`config.mk`:
```
export PLATFORM = sky130hd
export DESIGN_NAME = vfd_start_stop_sequencer_core
export DESIGN_NICKNAME = d
export VERILOG_FILES = /design/src/rtl/vfd_pkg.sv /design/src/rtl/vfd_start_stop_sequencer_core.sv
export SDC_FILE = /design/constraint.sdc
export NUM_CORES = 1
export LEC_CHECK = 0
export ABC_AREA = 1
export BUFFER_PORTS_ARGS = -buffer_cell sky130_fd_sc_hd__buf_2
export CAP_MARGIN = 5
export CELL_PAD_IN_SITES_DETAIL_PLACEMENT = 0
export CELL_PAD_IN_SITES_GLOBAL_PLACEMENT = 1
export CORE_MARGIN = 2
export CORE_UTILIZATION = 40
export CTS_CLUSTER_DIAMETER = 50
export DETAILED_ROUTE_END_ITERATION = 6
export GPL_TIMING_DRIVEN = 1
export PLACE_DENSITY_LB_ADDON = 0.1
export SYNTH_ARGS = -nofsm -noshare
export SYNTH_HDL_FRONTEND = slang
export SYNTH_SLANG_ARGS = --single-unit
```
`constraint.sdc`:
```
create_clock -name i_clk -period 5.8 [get_ports i_clk]
set_clock_uncertainty 0.1 [all_clocks]
set_input_delay 0.87 -clock i_clk [delete_from_list [all_inputs] [get_ports i_clk]]
set_output_delay 0.87 -clock i_clk [all_outputs]
set_load 0.01 [all_outputs]
```
`src/rtl/vfd_pkg.sv`:
```
// ----------------------------------------------------------------------------
// vfd_pkg
// Shared types and constants for the fan drive start/stop sequencer.
// ----------------------------------------------------------------------------
package vfd_pkg;

    // input item
    typedef struct packed {
        logic        tick;
        logic        enable_request;
        logic        drive_fault;
        logic [11:0] motor_temp;
    } t_in_item;

    // result item
    typedef struct packed {
        logic        fan_ok;
        logic        supply_enable;
        logic        drive_start;
        logic [1:0]  error_code;
        logic [2:0]  phase;
    } t_out_item;

    // configuration port widths
    localparam int CFG_INDEX_W = 8;
    localparam int CFG_DATA_W  = 12;

    // register indexes
    localparam logic [CFG_INDEX_W-1:0] REG_MAX_MOTOR_TEMP   = 8'd0;
    localparam logic [CFG_INDEX_W-1:0] REG_ENABLE_DELAY_S   = 8'd1;
    localparam logic [CFG_INDEX_W-1:0] REG_DECEL_DELAY_S    = 8'd2;
    localparam logic [CFG_INDEX_W-1:0] REG_TICKS_PER_SECOND = 8'd3;

    // register reset values
    localparam logic [11:0] RST_MAX_MOTOR_TEMP   = 12'd4095;
    localparam logic [7:0]  RST_ENABLE_DELAY_S   = 8'd5;
    localparam logic [7:0]  RST_DECEL_DELAY_S    = 8'd20;
    localparam logic [7:0]  RST_TICKS_PER_SECOND = 8'd30;

    // sequencer phases
    localparam logic [2:0] PH_IDLE       = 3'd0;
    localparam logic [2:0] PH_SUPPLY_ON  = 3'd1;
    localparam logic [2:0] PH_TEMP_CHECK = 3'd2;
    localparam logic [2:0] PH_ENABLE_WT  = 3'd3;
    localparam logic [2:0] PH_RUNNING    = 3'd4;
    localparam logic [2:0] PH_STOP       = 3'd5;
    localparam logic [2:0] PH_DECEL_WT   = 3'd6;

    // error codes
    localparam logic [1:0] ERR_NONE     = 2'd0;
    localparam logic [1:0] ERR_OVERTEMP = 2'd1;
    localparam logic [1:0] ERR_FAULT    = 2'd2;

endpackage

```
`src/rtl/vfd_start_stop_sequencer_core.sv`:
```
// ----------------------------------------------------------------------------
// vfd_start_stop_sequencer_core
// Start/stop sequencer for a variable-frequency fan drive.
// ----------------------------------------------------------------------------
// Use: each input item (i_valid, i_item) carries a prescaler tick flag, the
// run request, the drive fault flag and the motor temperature. Every accepted
// item produces exactly one result item (o_valid, o_item) with the ok latch,
// supply and drive commands, held error code and the phase after the step.
// The result is registered: it is loaded into the output register at the
// accepting edge and can be taken at the next edge. Throughput is one item
// per cycle while o_stall is low, set by the single sequencer state update.
// When the receiver holds i_stall while a result waits, o_stall rises and
// no further item is accepted until that result is taken; while the output
// register is empty or being drained, items are taken every cycle.
// The configuration channel (i_cfg_valid, o_cfg_ready, i_cfg_index,
// i_cfg_data) is always ready; unknown indexes are ignored.
// Synchronous reset returns config and state registers to their defaults,
// the sequencer to idle with the ok latch set, and empties the output register.
// ----------------------------------------------------------------------------
module vfd_start_stop_sequencer_core
    import vfd_pkg::*;
#(
    parameter int SECONDS_WIDTH = 16
) (
    input  logic                   i_clk,
    input  logic                   i_rst_n,
    // input channel
    input  logic                   i_valid,
    output logic                   o_stall,
    input  t_in_item               i_item,
    // result channel
    output logic                   o_valid,
    input  logic                   i_stall,
    output t_out_item              o_item,
    // configuration write channel
    input  logic                   i_cfg_valid,
    output logic                   o_cfg_ready,
    input  logic [CFG_INDEX_W-1:0] i_cfg_index,
    input  logic [CFG_DATA_W-1:0]  i_cfg_data
);

    localparam logic [SECONDS_WIDTH-1:0] SEC_MAX = '1;
    localparam logic [SECONDS_WIDTH-1:0] SEC_ONE = SECONDS_WIDTH'(1);

    // configuration registers
    logic [11:0] r_max_motor_temp;
    logic [7:0]  r_enable_delay_s;
    logic [7:0]  r_decel_delay_s;
    logic [7:0]  r_ticks_per_second;

    // sequencer state
    logic [7:0]               r_tick_count, n_tick_count;
    logic [SECONDS_WIDTH-1:0] r_seconds, n_seconds;
    logic [SECONDS_WIDTH-1:0] r_deadline, n_deadline;
    logic [2:0]               r_phase, n_phase;
    logic                     r_ok_latch, n_ok_latch;
    logic                     r_supply_on, n_supply_on;
    logic                     r_start_on, n_start_on;
    logic [1:0]               r_error, n_error;

    // output register
    logic      r_out_valid;
    t_out_item r_out;

    logic                     in_accept;
    logic                     hot;
    logic                     cool;
    logic [7:0]               tick_inc;
    logic [SECONDS_WIDTH-1:0] sec_ticked;
    logic [7:0]               cap_delay;
    logic [SECONDS_WIDTH-1:0] cap_delay_ext;
    logic [SECONDS_WIDTH-1:0] cap_limit;
    logic [SECONDS_WIDTH-1:0] cap_base;
    logic                     deadline_hit;

    // handshakes
    assign o_cfg_ready = 1'b1;
    assign o_stall     = r_out_valid && i_stall;
    assign in_accept   = i_valid && !o_stall;
    assign o_valid     = r_out_valid;
    assign o_item      = r_out;

    // configuration writes
    always_ff @(posedge i_clk) begin
        if (!i_rst_n) begin
            r_max_motor_temp   <= RST_MAX_MOTOR_TEMP;
            r_enable_delay_s   <= RST_ENABLE_DELAY_S;
            r_decel_delay_s    <= RST_DECEL_DELAY_S;
            r_ticks_per_second <= RST_TICKS_PER_SECOND;
        end else if (i_cfg_valid && o_cfg_ready) begin
            case (i_cfg_index)
                REG_MAX_MOTOR_TEMP:   r_max_motor_temp   <= i_cfg_data;
                REG_ENABLE_DELAY_S:   r_enable_delay_s   <= i_cfg_data[7:0];
                REG_DECEL_DELAY_S:    r_decel_delay_s    <= i_cfg_data[7:0];
                REG_TICKS_PER_SECOND: r_ticks_per_second <= i_cfg_data[7:0];
                default: ;
            endcase
        end
    end

    // temperature compares
    assign hot  = i_item.motor_temp > r_max_motor_temp;
    assign cool = i_item.motor_temp < r_max_motor_temp;

    // tick prescaler and seconds counter
    assign tick_inc = r_tick_count + 8'd1;
    always_comb begin
        n_tick_count = r_tick_count;
        sec_ticked   = r_seconds;
        if (i_item.tick) begin
            if (tick_inc >= r_ticks_per_second) begin
                n_tick_count = 8'd0;
                sec_ticked   = r_seconds + SEC_ONE;
            end else begin
                n_tick_count = tick_inc;
            end
        end
    end

    // deadline capture, shared by the supply-on and stop phases
    assign cap_delay     = (r_phase == PH_STOP) ? r_decel_delay_s : r_enable_delay_s;
    assign cap_delay_ext = {{(SECONDS_WIDTH-8){1'b0}}, cap_delay};
    assign cap_limit     = SEC_MAX - cap_delay_ext - SEC_ONE;
    assign cap_base      = (sec_ticked > cap_limit) ? '0 : sec_ticked;
    assign deadline_hit  = sec_ticked >= r_deadline;

    // sequencer step
    always_comb begin
        n_seconds   = sec_ticked;
        n_deadline  = r_deadline;
        n_phase     = r_phase;
        n_ok_latch  = r_ok_latch;
        n_supply_on = r_supply_on;
        n_start_on  = r_start_on;
        n_error     = r_error;
        case (r_phase)
            PH_IDLE: begin
                if (i_item.enable_request && cool && r_ok_latch && !i_item.drive_fault) begin
                    n_phase = PH_SUPPLY_ON;
                    n_error = ERR_NONE;
                end
                if (!i_item.enable_request && cool && !r_ok_latch && !i_item.drive_fault) begin
                    n_ok_latch = 1'b1;
                    n_error    = ERR_NONE;
                end
                if (hot) begin
                    n_error = ERR_OVERTEMP;
                end
            end
            PH_SUPPLY_ON: begin
                n_supply_on = 1'b1;
                n_seconds   = cap_base;
                n_deadline  = cap_base + cap_delay_ext;
                n_phase     = PH_TEMP_CHECK;
            end
            PH_TEMP_CHECK: begin
                if (hot) begin
                    n_error     = ERR_OVERTEMP;
                    n_ok_latch  = 1'b0;
                    n_supply_on = 1'b0;
                    n_phase     = PH_IDLE;
                end else begin
                    n_phase = PH_ENABLE_WT;
                end
            end
            PH_ENABLE_WT: begin
                if (deadline_hit) begin
                    n_start_on = 1'b1;
                    n_phase    = PH_RUNNING;
                end
            end
            PH_RUNNING: begin
                if (!i_item.enable_request) begin
                    n_phase = PH_STOP;
                end else if (hot) begin
                    n_error    = ERR_OVERTEMP;
                    n_ok_latch = 1'b0;
                    n_phase    = PH_STOP;
                end else if (i_item.drive_fault) begin
                    n_error    = ERR_FAULT;
                    n_ok_latch = 1'b0;
                    n_phase    = PH_STOP;
                end
            end
            PH_STOP: begin
                n_start_on = 1'b0;
                n_seconds  = cap_base;
                n_deadline = cap_base + cap_delay_ext;
                n_phase    = PH_DECEL_WT;
            end
            PH_DECEL_WT: begin
                if (deadline_hit) begin
                    n_supply_on = 1'b0;
                    n_phase     = PH_IDLE;
                end
            end
            default: begin
                // unused phase code falls back to idle with everything off
                n_supply_on = 1'b0;
                n_start_on  = 1'b0;
                n_phase     = PH_IDLE;
            end
        endcase
    end

    // state update on each accepted item
    always_ff @(posedge i_clk) begin
        if (!i_rst_n) begin
            r_tick_count <= 8'd0;
            r_seconds    <= '0;
            r_deadline   <= '0;
            r_phase      <= PH_IDLE;
            r_ok_latch   <= 1'b1;
            r_supply_on  <= 1'b0;
            r_start_on   <= 1'b0;
            r_error      <= ERR_NONE;
        end else if (in_accept) begin
            r_tick_count <= n_tick_count;
            r_seconds    <= n_seconds;
            r_deadline   <= n_deadline;
            r_phase      <= n_phase;
            r_ok_latch   <= n_ok_latch;
            r_supply_on  <= n_supply_on;
            r_start_on   <= n_start_on;
            r_error      <= n_error;
        end
    end

    // result register
    always_ff @(posedge i_clk) begin
        if (!i_rst_n) begin
            r_out_valid <= 1'b0;
        end else if (in_accept) begin
            r_out_valid <= 1'b1;
        end else if (!i_stall) begin
            r_out_valid <= 1'b0;
        end
    end

    always_ff @(posedge i_clk) begin
        if (in_accept) begin
            r_out.fan_ok        <= n_ok_latch;
            r_out.supply_enable <= n_supply_on;
            r_out.drive_start   <= n_start_on;
            r_out.error_code    <= n_error;
            r_out.phase         <= n_phase;
        end
    end

endmodule
```
Word level (Yosys, flattened, before mapping):

Index checks and enable logic that the tools add are counted.

* register bits after elaboration: 93
* latch bits: 0
* bits in writable memories: 0
* ROM bits: 0
* bits of input ports: 40
* output and inout bits: 11
* word-level logic and storage cells: 96
* memories kept: 0

* $add $sub $neg: 5
* multipliers: 0
* div/mod/pow operators: 0
* magnitude comparators: 5
* equality and inequality tests: 10
* shift-type cells: 0
* muxes and demuxes: 35
* bitwise logic cells: 0
* reduce and logical (&&, ||, !) cells: 23

Operator list (count)
* two-way mux 16 bit: 4
* case mux 3 bit (7 select lines): 1
* two-way mux 3 bit: 6
* adder 16 x 1 -> 16 bit (second input constant): 1
* adder 16 x 8 -> 16 bit: 1
* == test 8 x 2 -> 1 bit (second input constant): 2
* greater-or-equal comparator 16 bit: 1
* > comparator 16 bit: 1
* two-way mux 2 bit: 8
* two-way mux 8 bit: 2
* > comparator 12 bit: 1
* less-than comparator 12 bit: 1
* AND reduction 2 bit: 6
* subtractor 10 x 2 -> 11 bit (second input constant): 1
* two-way mux 1 bit: 10
* subtractor 1 x 9 -> 10 bit (first input constant): 1
* == test 3 bit (second input constant): 3
* adder 8 x 1 -> 8 bit (second input constant): 1
* == test 8 x 1 -> 1 bit (second input constant): 1
* greater-or-equal comparator 8 bit: 1
* logical AND 1 bit: 8
* logical NOT 8 bit: 1
* == test 3 x 2 -> 1 bit (second input constant): 2
* case mux 2 bit (3 select lines): 1
* other kinds (10): 13

Depth between registers and ports, before layout:

Gate-level depths: netlist of run 1.

* depth after elaboration: 8
* depth in mapped cells: 47
* depth with buffers taken out: 46

Worst setup path after synthesis of run 1:

OpenSTA, ideal clock, no wires.

* path type: reg-to-reg
* from: register r_tick_count[0]
* to: register r_deadline[14]
* setup time: 0.109 ns
* data arrival time: 5.399 ns
* slack: 0.192 ns
* stages on the path, launching flop included: 46
* buffers on the path: 1
* clock period less this slack: 5.608 ns
* cells stage by stage: dfxtp_1 nand3_1 nand3b_1 nand3b_1 xnor2_1 ha_1 nand2_1 o21a_1 nand2_4 nand2_4 inv_2 nand2_1 nor2_1 xor2_1 inv_1 ha_1 nand4_1 inv_1 [10 not listed] nor2_1 ha_1 inv_1 fa_1 o21ai_0 a21oi_1 o21bai_1 nand2_1 nand2_1 a21oi_1 nor2_1 nand3_2 nor2_4 nand2_1 nand3_1 nand3_1 nand2_1 inv_1

* word-level cells in the longest chain between the ends: 7

RTL lines
* start: declaration: line vfd_start_stop_sequencer_core.sv:52 `logic [7:0] r_tick_count, n_tick_count;`
* start signal: assignment: line vfd_start_stop_sequencer_core.sv:218 `r_tick_count <= n_tick_count;`
* adder 8 x 1 -> 8 bit (*): line vfd_start_stop_sequencer_core.sv:106 `assign tick_inc = r_tick_count + 8'd1;`
* greater-or-equal comparator 8 bit (*): line vfd_start_stop_sequencer_core.sv:111 `if (tick_inc >= r_ticks_per_second) begin`
* two-way mux 16 bit (*): line vfd_start_stop_sequencer_core.sv:111
* two-way mux 16 bit (*): line vfd_start_stop_sequencer_core.sv:110 `if (i_item.tick) begin`
* > comparator 16 bit: line vfd_start_stop_sequencer_core.sv:124 `assign cap_base = (sec_ticked > cap_limit) ? '0 : sec_ticked;`
* two-way mux 16 bit (*): line vfd_start_stop_sequencer_core.sv:124
* adder 16 x 8 -> 16 bit (*): line vfd_start_stop_sequencer_core.sv:153, vfd_start_stop_sequencer_core.sv:188
* end signal: assignment: line vfd_start_stop_sequencer_core.sv:220 `r_deadline <= n_deadline;`
* end: declaration: line vfd_start_stop_sequencer_core.sv:54 `logic [SECONDS_WIDTH-1:0] r_deadline, n_deadline;`

Mark *: on every way between the ends. The rest lies on a longest branch, timed or not.
A chain may end at the register's enable or synchronous reset.

Final worst setup path of run 1:

* from: register r_tick_count[0]
* to: register r_deadline[12]

The elaborated chain is that of the path after synthesis.

==> flow_metrics.env, run 1 <==
export IMPL_status="finished clean"
export IMPL_hold_path_endpoint="r_enable_delay_s[1]"
export IMPL_synth_top_area_share_pct=28.3
export IMPL_place_detailed_hpwl_um=11300
export IMPL_pin_count=51
export IMPL_slew_viol_final=0
export IMPL_setup_viol=0
export IMPL_die_h_um=127
export IMPL_power_leakage_nw=3.63
export IMPL_first_iter_violations=267
export IMPL_grt_usage_pct=18.7
export IMPL_rr_worst_depth=42
export IMPL_synth_cell_types=47
export IMPL_min_from="r_enable_delay_s[1]"
export IMPL_max_slew_margin_pct=27.2
export IMPL_final_nets=1024
export IMPL_dp_cells=1081
export IMPL_antenna_found_initial=0
export IMPL_synth_seq_cells=93
export IMPL_routabilityCongestion=0.849
export IMPL_final_layout_size_suffix_gt1_share_pct=17.6
export IMPL_setup_slack_ns=0.146
export IMPL_r2r_end="r_deadline[12]"
export IMPL_row_count=44
export IMPL_htree_num_levels=3
export IMPL_synth_most_common_cell="nand2_1"
export IMPL_crit_arrival_ns=5.75
export IMPL_critical_path_class="flop to flop"
export IMPL_overflow=0
export IMPL_slowest_stage="dfxtp_4"
export IMPL_finalHoldViolations=0
export IMPL_period_minus_slack_ns=5.65
export IMPL_routed_wl_um=15100
export IMPL_clk_path_buf_depth=2
export IMPL_cts_root_buf="clkbuf_16"
export IMPL_postSynthAreaPerCell_um2=7.06
export IMPL_synthFlopType="dfxtp_1"
export IMPL_initial_core_util_pct=41.1
export IMPL_port_buffers=49
export IMPL_diodes=0
export IMPL_yosysWarningCount=0
export IMPL_yosysSeqAreaShare_pct=32.3
export IMPL_holdPathStages=2
export IMPL_reg2reg_from="r_tick_count[0]"
export IMPL_rsz0062_at_grt="yes"
export IMPL_firstDrtPassIters=4
export IMPL_synth_edf_count=8
export IMPL_clkSinkCount=93
export IMPL_syn_inst=853
export IMPL_postSynth_asyncResetShare_pct=0
export IMPL_grt_max_degree=47
export IMPL_vias=5578
export IMPL_r2r_slack_ns=0.15
export IMPL_fmax_ghz=0.177
export IMPL_yosysTopAreaCell="dfxtp_1"
export IMPL_drtAntennaViolNets=0
export IMPL_grt_pass1_vias=5114
export IMPL_worstPathMaxFanout=7
export IMPL_syn_area_um2=6020
export IMPL_fin_crit_sh_pct=97.5
export IMPL_cts_tree="built"
export IMPL_dp_slack_ns=-0.125
export IMPL_via_per_inst=4.99
export IMPL_worst_hold_path_type="flop to flop"
export IMPL_drv_cap=0
export IMPL_wl_per_cell_um=13.5
export IMPL_insertion_delay_ns=0.35
export IMPL_drc=0
export IMPL_cts_made_buffers=9
export IMPL_dieArea_um2=16000
export IMPL_cp_required_ns=5.90
export IMPL_vdd_ir_drop_max_mv=0.186
export IMPL_worstMarginPinSlew_ns=1.08
export IMPL_crit_path_max_incr_delay_ns=0.37
export IMPL_critPathCaptureType="flop"
export IMPL_die_x_um=127
export IMPL_clkSlewWorstSetupHoldPaths_ns=0.07
export IMPL_stdcell_count=1117
export IMPL_synth_common_cells="nand2_1 (178), inv_1 (148), dfxtp_1 (85)"
export IMPL_ys_top_cells_by_area="dfxtp_1 (28%), ha_1 (11%), nand2_1 (11%)"
export IMPL_p_per_area_nw_per_um2=203
export IMPL_synth_nets=949
export IMPL_area_growth_pct=18.8
export IMPL_grt_pass1_wl_um=24300
export IMPL_coreArea_um2=14600
export IMPL_worstSetupStartpointType="flop"
[timing repair]
action	in CTS	in global routing
buffers inserted	1	19
endpoints found under the setup margin	5	10
resized for setup	5	46
hold buffers	0	0
pin swaps	2	40
[how the worst max path moves through the flow]
stage | start | to
finish | r_tick_count[0] | r_deadline[12]
global route | r_tick_count[0] | r_deadline[14]
CTS | r_tick_count[1] | r_deadline[14]
detailed placement | r_tick_count[0] | r_deadline[14]
global placement | r_tick_count[0] | r_deadline[14]
floorplan | r_tick_count[0] | r_deadline[14]
[logic make-up after synthesis]
logic type	synth area share [%]
and+or+nand+nor	23.3
buffers and inverters	11.1
DFF	32.3
other	0.0623
AOI/OAI and AO/OA	17.2
adders and majority gates	11.8
xor gates and xnor gates	4.36
[cell usage in the layout, fill, tap and decap left out, types with 5 or more instances in the layout]
master,netlist,routed
a211oi_1,9,9
a21oi_1,84,78
a21oi_2,0,6
buf_2,1,49
buf_4,2,34
clkbuf_16,0,9
dfxtp_1,85,82
edfxtp_1,8,8
ha_1,55,52
inv_1,148,144
inv_2,5,7
nand2_1,178,173
nand2_2,5,9
nand3_1,26,24
nand3_2,3,5
nand4_1,10,10
nor2_1,61,58
nor2_4,3,5
nor3_1,11,11
o211ai_1,22,22
o21ai_0,49,45
xor2_1,26,22
[flip-flops by register name (all words and copies together) (netlist names)]
register            count
r_enable_delay_s        8
r_decel_delay_s         8
r_seconds              16
r_max_motor_temp       12
r_tick_count            8
o_valid                 1
r_supply_on             1
r_phase                 3
r_deadline             16
o_item                  8
r_ok_latch              1
r_error                 2
r_ticks_per_second      8
r_start_on              1
[power breakdown]
group / internal [mW] / leakage [nW] / switching (mW)
Combinational: 0.0597 / 2.72 / 0.109
Clock: 0.339 / 0.144 / 0.268
Sequential: 0.670 / 0.770 / 0.00963
Total: 1.07 / 3.63 / 0.386
[cell type report]
cell class | instances | area [um^2]
clock buffer | 10 | 229
timing repair buffer | 84 | 512
multi-input combinational | 586 | 3580
tap | 184 | 230
inverter | 154 | 588
clock inverter | 6 | 68.8
fill | 1530 | 7490
sequential | 93 | 1950
[worst max-delay path: cells and delay by family (launching register included)]
family,cells,cell delay [ns]
compound gates,6,0.76
xor+xnor,3,0.49
fa+ha+maj,4,1.16
buf+inv,6,0.41
flops,1,0.37
simple gates,23,2.18
[metal layers]
layer  vias to the layer above  wire, um  track usage [%]
li1                       2921         -                -
met1                      2563      7190             24.7
met2                        77      7310             31.6
met3                        17       389             2.78
met4                         0       223             5.88
met5                         -         0                0
[through the flow]
stage / total power, mW / TNS [ns] / area [um^2] / util [%] / hold WS (ns)
floorplan: 0.804 / 0 / 6020 / - / 0.330
global placement: 0.859 / 0 / 6520 / 44.5 / 0.345
detailed placement: 0.862 / -0.329 / 6520 / 44.5 / 0.347
CTS: 1.47 / 0 / 6830 / 46.7 / 0.357
global route: 1.52 / -0.985 / 7150 / 48.8 / 0.367
finish: 1.45 / 0 / 7150 / 48.8 / 0.357
(Power assumes the default switching activity.)
==> run 2, diff against run 1 <==
Settings changed: CELL_PAD_IN_SITES_GLOBAL_PLACEMENT 1 to 2, CORE_UTILIZATION 40 to 31.
==> run 2 against run 1 <==
Sequential power about the same. Cell area increased by 1.4%. Sequential share of layout area decreased by 0.40 points. Fmax increased by 0.58%. Combinational power increased by 2%. Die area increased by 28%. Critical path type unchanged. Largest power group unchanged.
==> flow_metrics.env, run 2 (same netlist as run 1, synthesis figures left out) <==
export IMPL_cts_made_buffers=9
export IMPL_report_power_total_mw=1.45
export IMPL_cts_root_buf="clkbuf_16"
export IMPL_diodes=0
export IMPL_p_per_area_nw_per_um2=200
export IMPL_stdcell_area_um2=7250
export IMPL_period_minus_slack_ns=5.62
export IMPL_drv_cap=0
export IMPL_rsz0062_at_grt="yes"
export IMPL_grt_usage_pct=16.5
export IMPL_coreArea_um2=18900
export IMPL_clkSinkCount=93
export IMPL_slowest_stage="dfxtp_1"
export IMPL_num_fill_cells=2022
export IMPL_via_per_inst=4.59
export IMPL_grt_max_degree=47
export IMPL_worstSetupStartpointType="flop"
export IMPL_fin_crit_sh_pct=96.9
export IMPL_finalHoldViolations=0
export IMPL_area_growth_pct=20.5
export IMPL_status="finished clean"
export IMPL_dp_cells=1162
export IMPL_port_buffers=49
export IMPL_insertion_delay_ns=0.35
export IMPL_drc=0
export IMPL_layout_common_cells="nand2_1 (174), inv_1 (145), dfxtp_1 (83)"
export IMPL_wl_per_cell_um=13.7
export IMPL_routed_wl_um=16300
export IMPL_final_layout_size_suffix_gt1_share_pct=17.2
export IMPL_cts_tree="built"
export IMPL_clk_path_buf_depth=2
export IMPL_layout_cells_most_common="nand2_1"
export IMPL_grt_pass1_vias=5417
export IMPL_routabilityCongestion=0.800
export IMPL_row_count=50
export IMPL_vdd_ir_drop_max_mv=0.131
export IMPL_final_nets=1026
export IMPL_cp_common_cell="nand2_1"
export IMPL_die_x_um=143
export IMPL_worst_hold_path_type="flop to flop"
export IMPL_crit_arrival_ns=5.77
export IMPL_initial_core_util_pct=31.9
export IMPL_overflow=0
export IMPL_power_leakage_nw=3.64
export IMPL_dp_slack_ns=-0.126
export IMPL_die_h_um=143
export IMPL_dpl_cell_area_um2=6660
export IMPL_setup_slack_ns=0.178
export IMPL_place_detailed_hpwl_um=12400
export IMPL_dieArea_um2=20500
export IMPL_grt_pass1_wl_um=26600
export IMPL_firstDrtPassIters=4
export IMPL_reg_largest_list="r_deadline: 16 flops, r_seconds: 16 flops, r_max_motor_temp: 12 flops"
export IMPL_setup_viol=0
export IMPL_pin_count=51
export IMPL_crit_path_max_incr_delay_ns=0.36
export IMPL_stdcell_count=1194
export IMPL_vias=5484
export IMPL_antenna_found_initial=0
export IMPL_first_iter_violations=177
export IMPL_clkSlewWorstSetupHoldPaths_ns=0.06
export IMPL_drtAntennaViolNets=0
export IMPL_slew_viol_final=0
export IMPL_max_slew_margin_pct=27.0
export IMPL_critical_path_class="flop to flop"
export IMPL_critPathCaptureType="flop"
export IMPL_worstPathMaxFanout=5
export IMPL_worstMarginPinSlew_ns=1.09
export IMPL_cp_required_ns=5.94
export IMPL_htree_num_levels=3
export IMPL_fmax_ghz=0.178
run 2: layer usage:
| layer | global-route usage [%] | vias up | share of wire, % |
|---|---|---|---|
| li1 | - | 2945 | - |
| met1 | 21.9 | 2466 | 50 |
| met2 | 27.7 | 60 | 46 |
| met3 | 2.27 | 13 | 2.4 |
| met4 | 5.21 | 0 | 1.4 |
| met5 | 0 | - | 0 |
run 2: layout make-up:
class	count	area, um^2	share of cell area [%]
Sequential cell	93	1950	26.8
Clock buffer	11	243	3.35
Multi-Input combinational cell	586	3570	49.2
Clock inverter	4	48.8	0.673
Tap cell	260	325	4.49
Inverter	154	588	8.11
Timing Repair Buffer	86	534	7.37
run 2: final timing paths:
| kind | from | end | slack (ns) | cells after the start |
|---|---|---|---|---|
| min | r_enable_delay_s[3] | r_enable_delay_s[3] | 0.36 | 2 |
| max | r_tick_count[2] | r_deadline[14] | 0.18 | 44 |
| max reg2reg | r_tick_count[2] | r_deadline[14] | 0.18 | 44 |
| min reg2reg | r_enable_delay_s[3] | r_enable_delay_s[3] | 0.36 | 2 |
run 2: worst max-delay path: cells and delay by family (launching register included):
family | cells | cell delay [ns]
xor+xnor | 2 | 0.36
compound gates | 5 | 0.70
simple gates | 27 | 2.45
fa+ha+maj | 4 | 1.15
flops | 1 | 0.36
buf+inv | 6 | 0.38
run 2: power by group:
group	total, mW	internal [mW]	leakage, nW	switching, mW
logic	0.172	0.0601	2.73	0.112
registers	0.680	0.670	0.770	0.00978
clock network	0.597	0.343	0.145	0.254
run 2: timing repair:
action,in CTS,in global routing
resized for setup,5,43
endpoints found under the hold margin,0,0
setup endpoints to repair,5,10
setup buffers,1,16
pin swaps,2,28
hold buffers,0,0
run 2: metrics by stage:
step           utilization (%)  hold slack, ns  setup TNS, ns
6_report                  38.4           0.359              0
5_1_grt                   38.4           0.388          -1.13
4_1_cts                   36.9           0.360              0
3_5_place_dp              35.2           0.351         -0.423
3_3_place_gp              35.2           0.345              0
2_1_floorplan                -           0.330              0
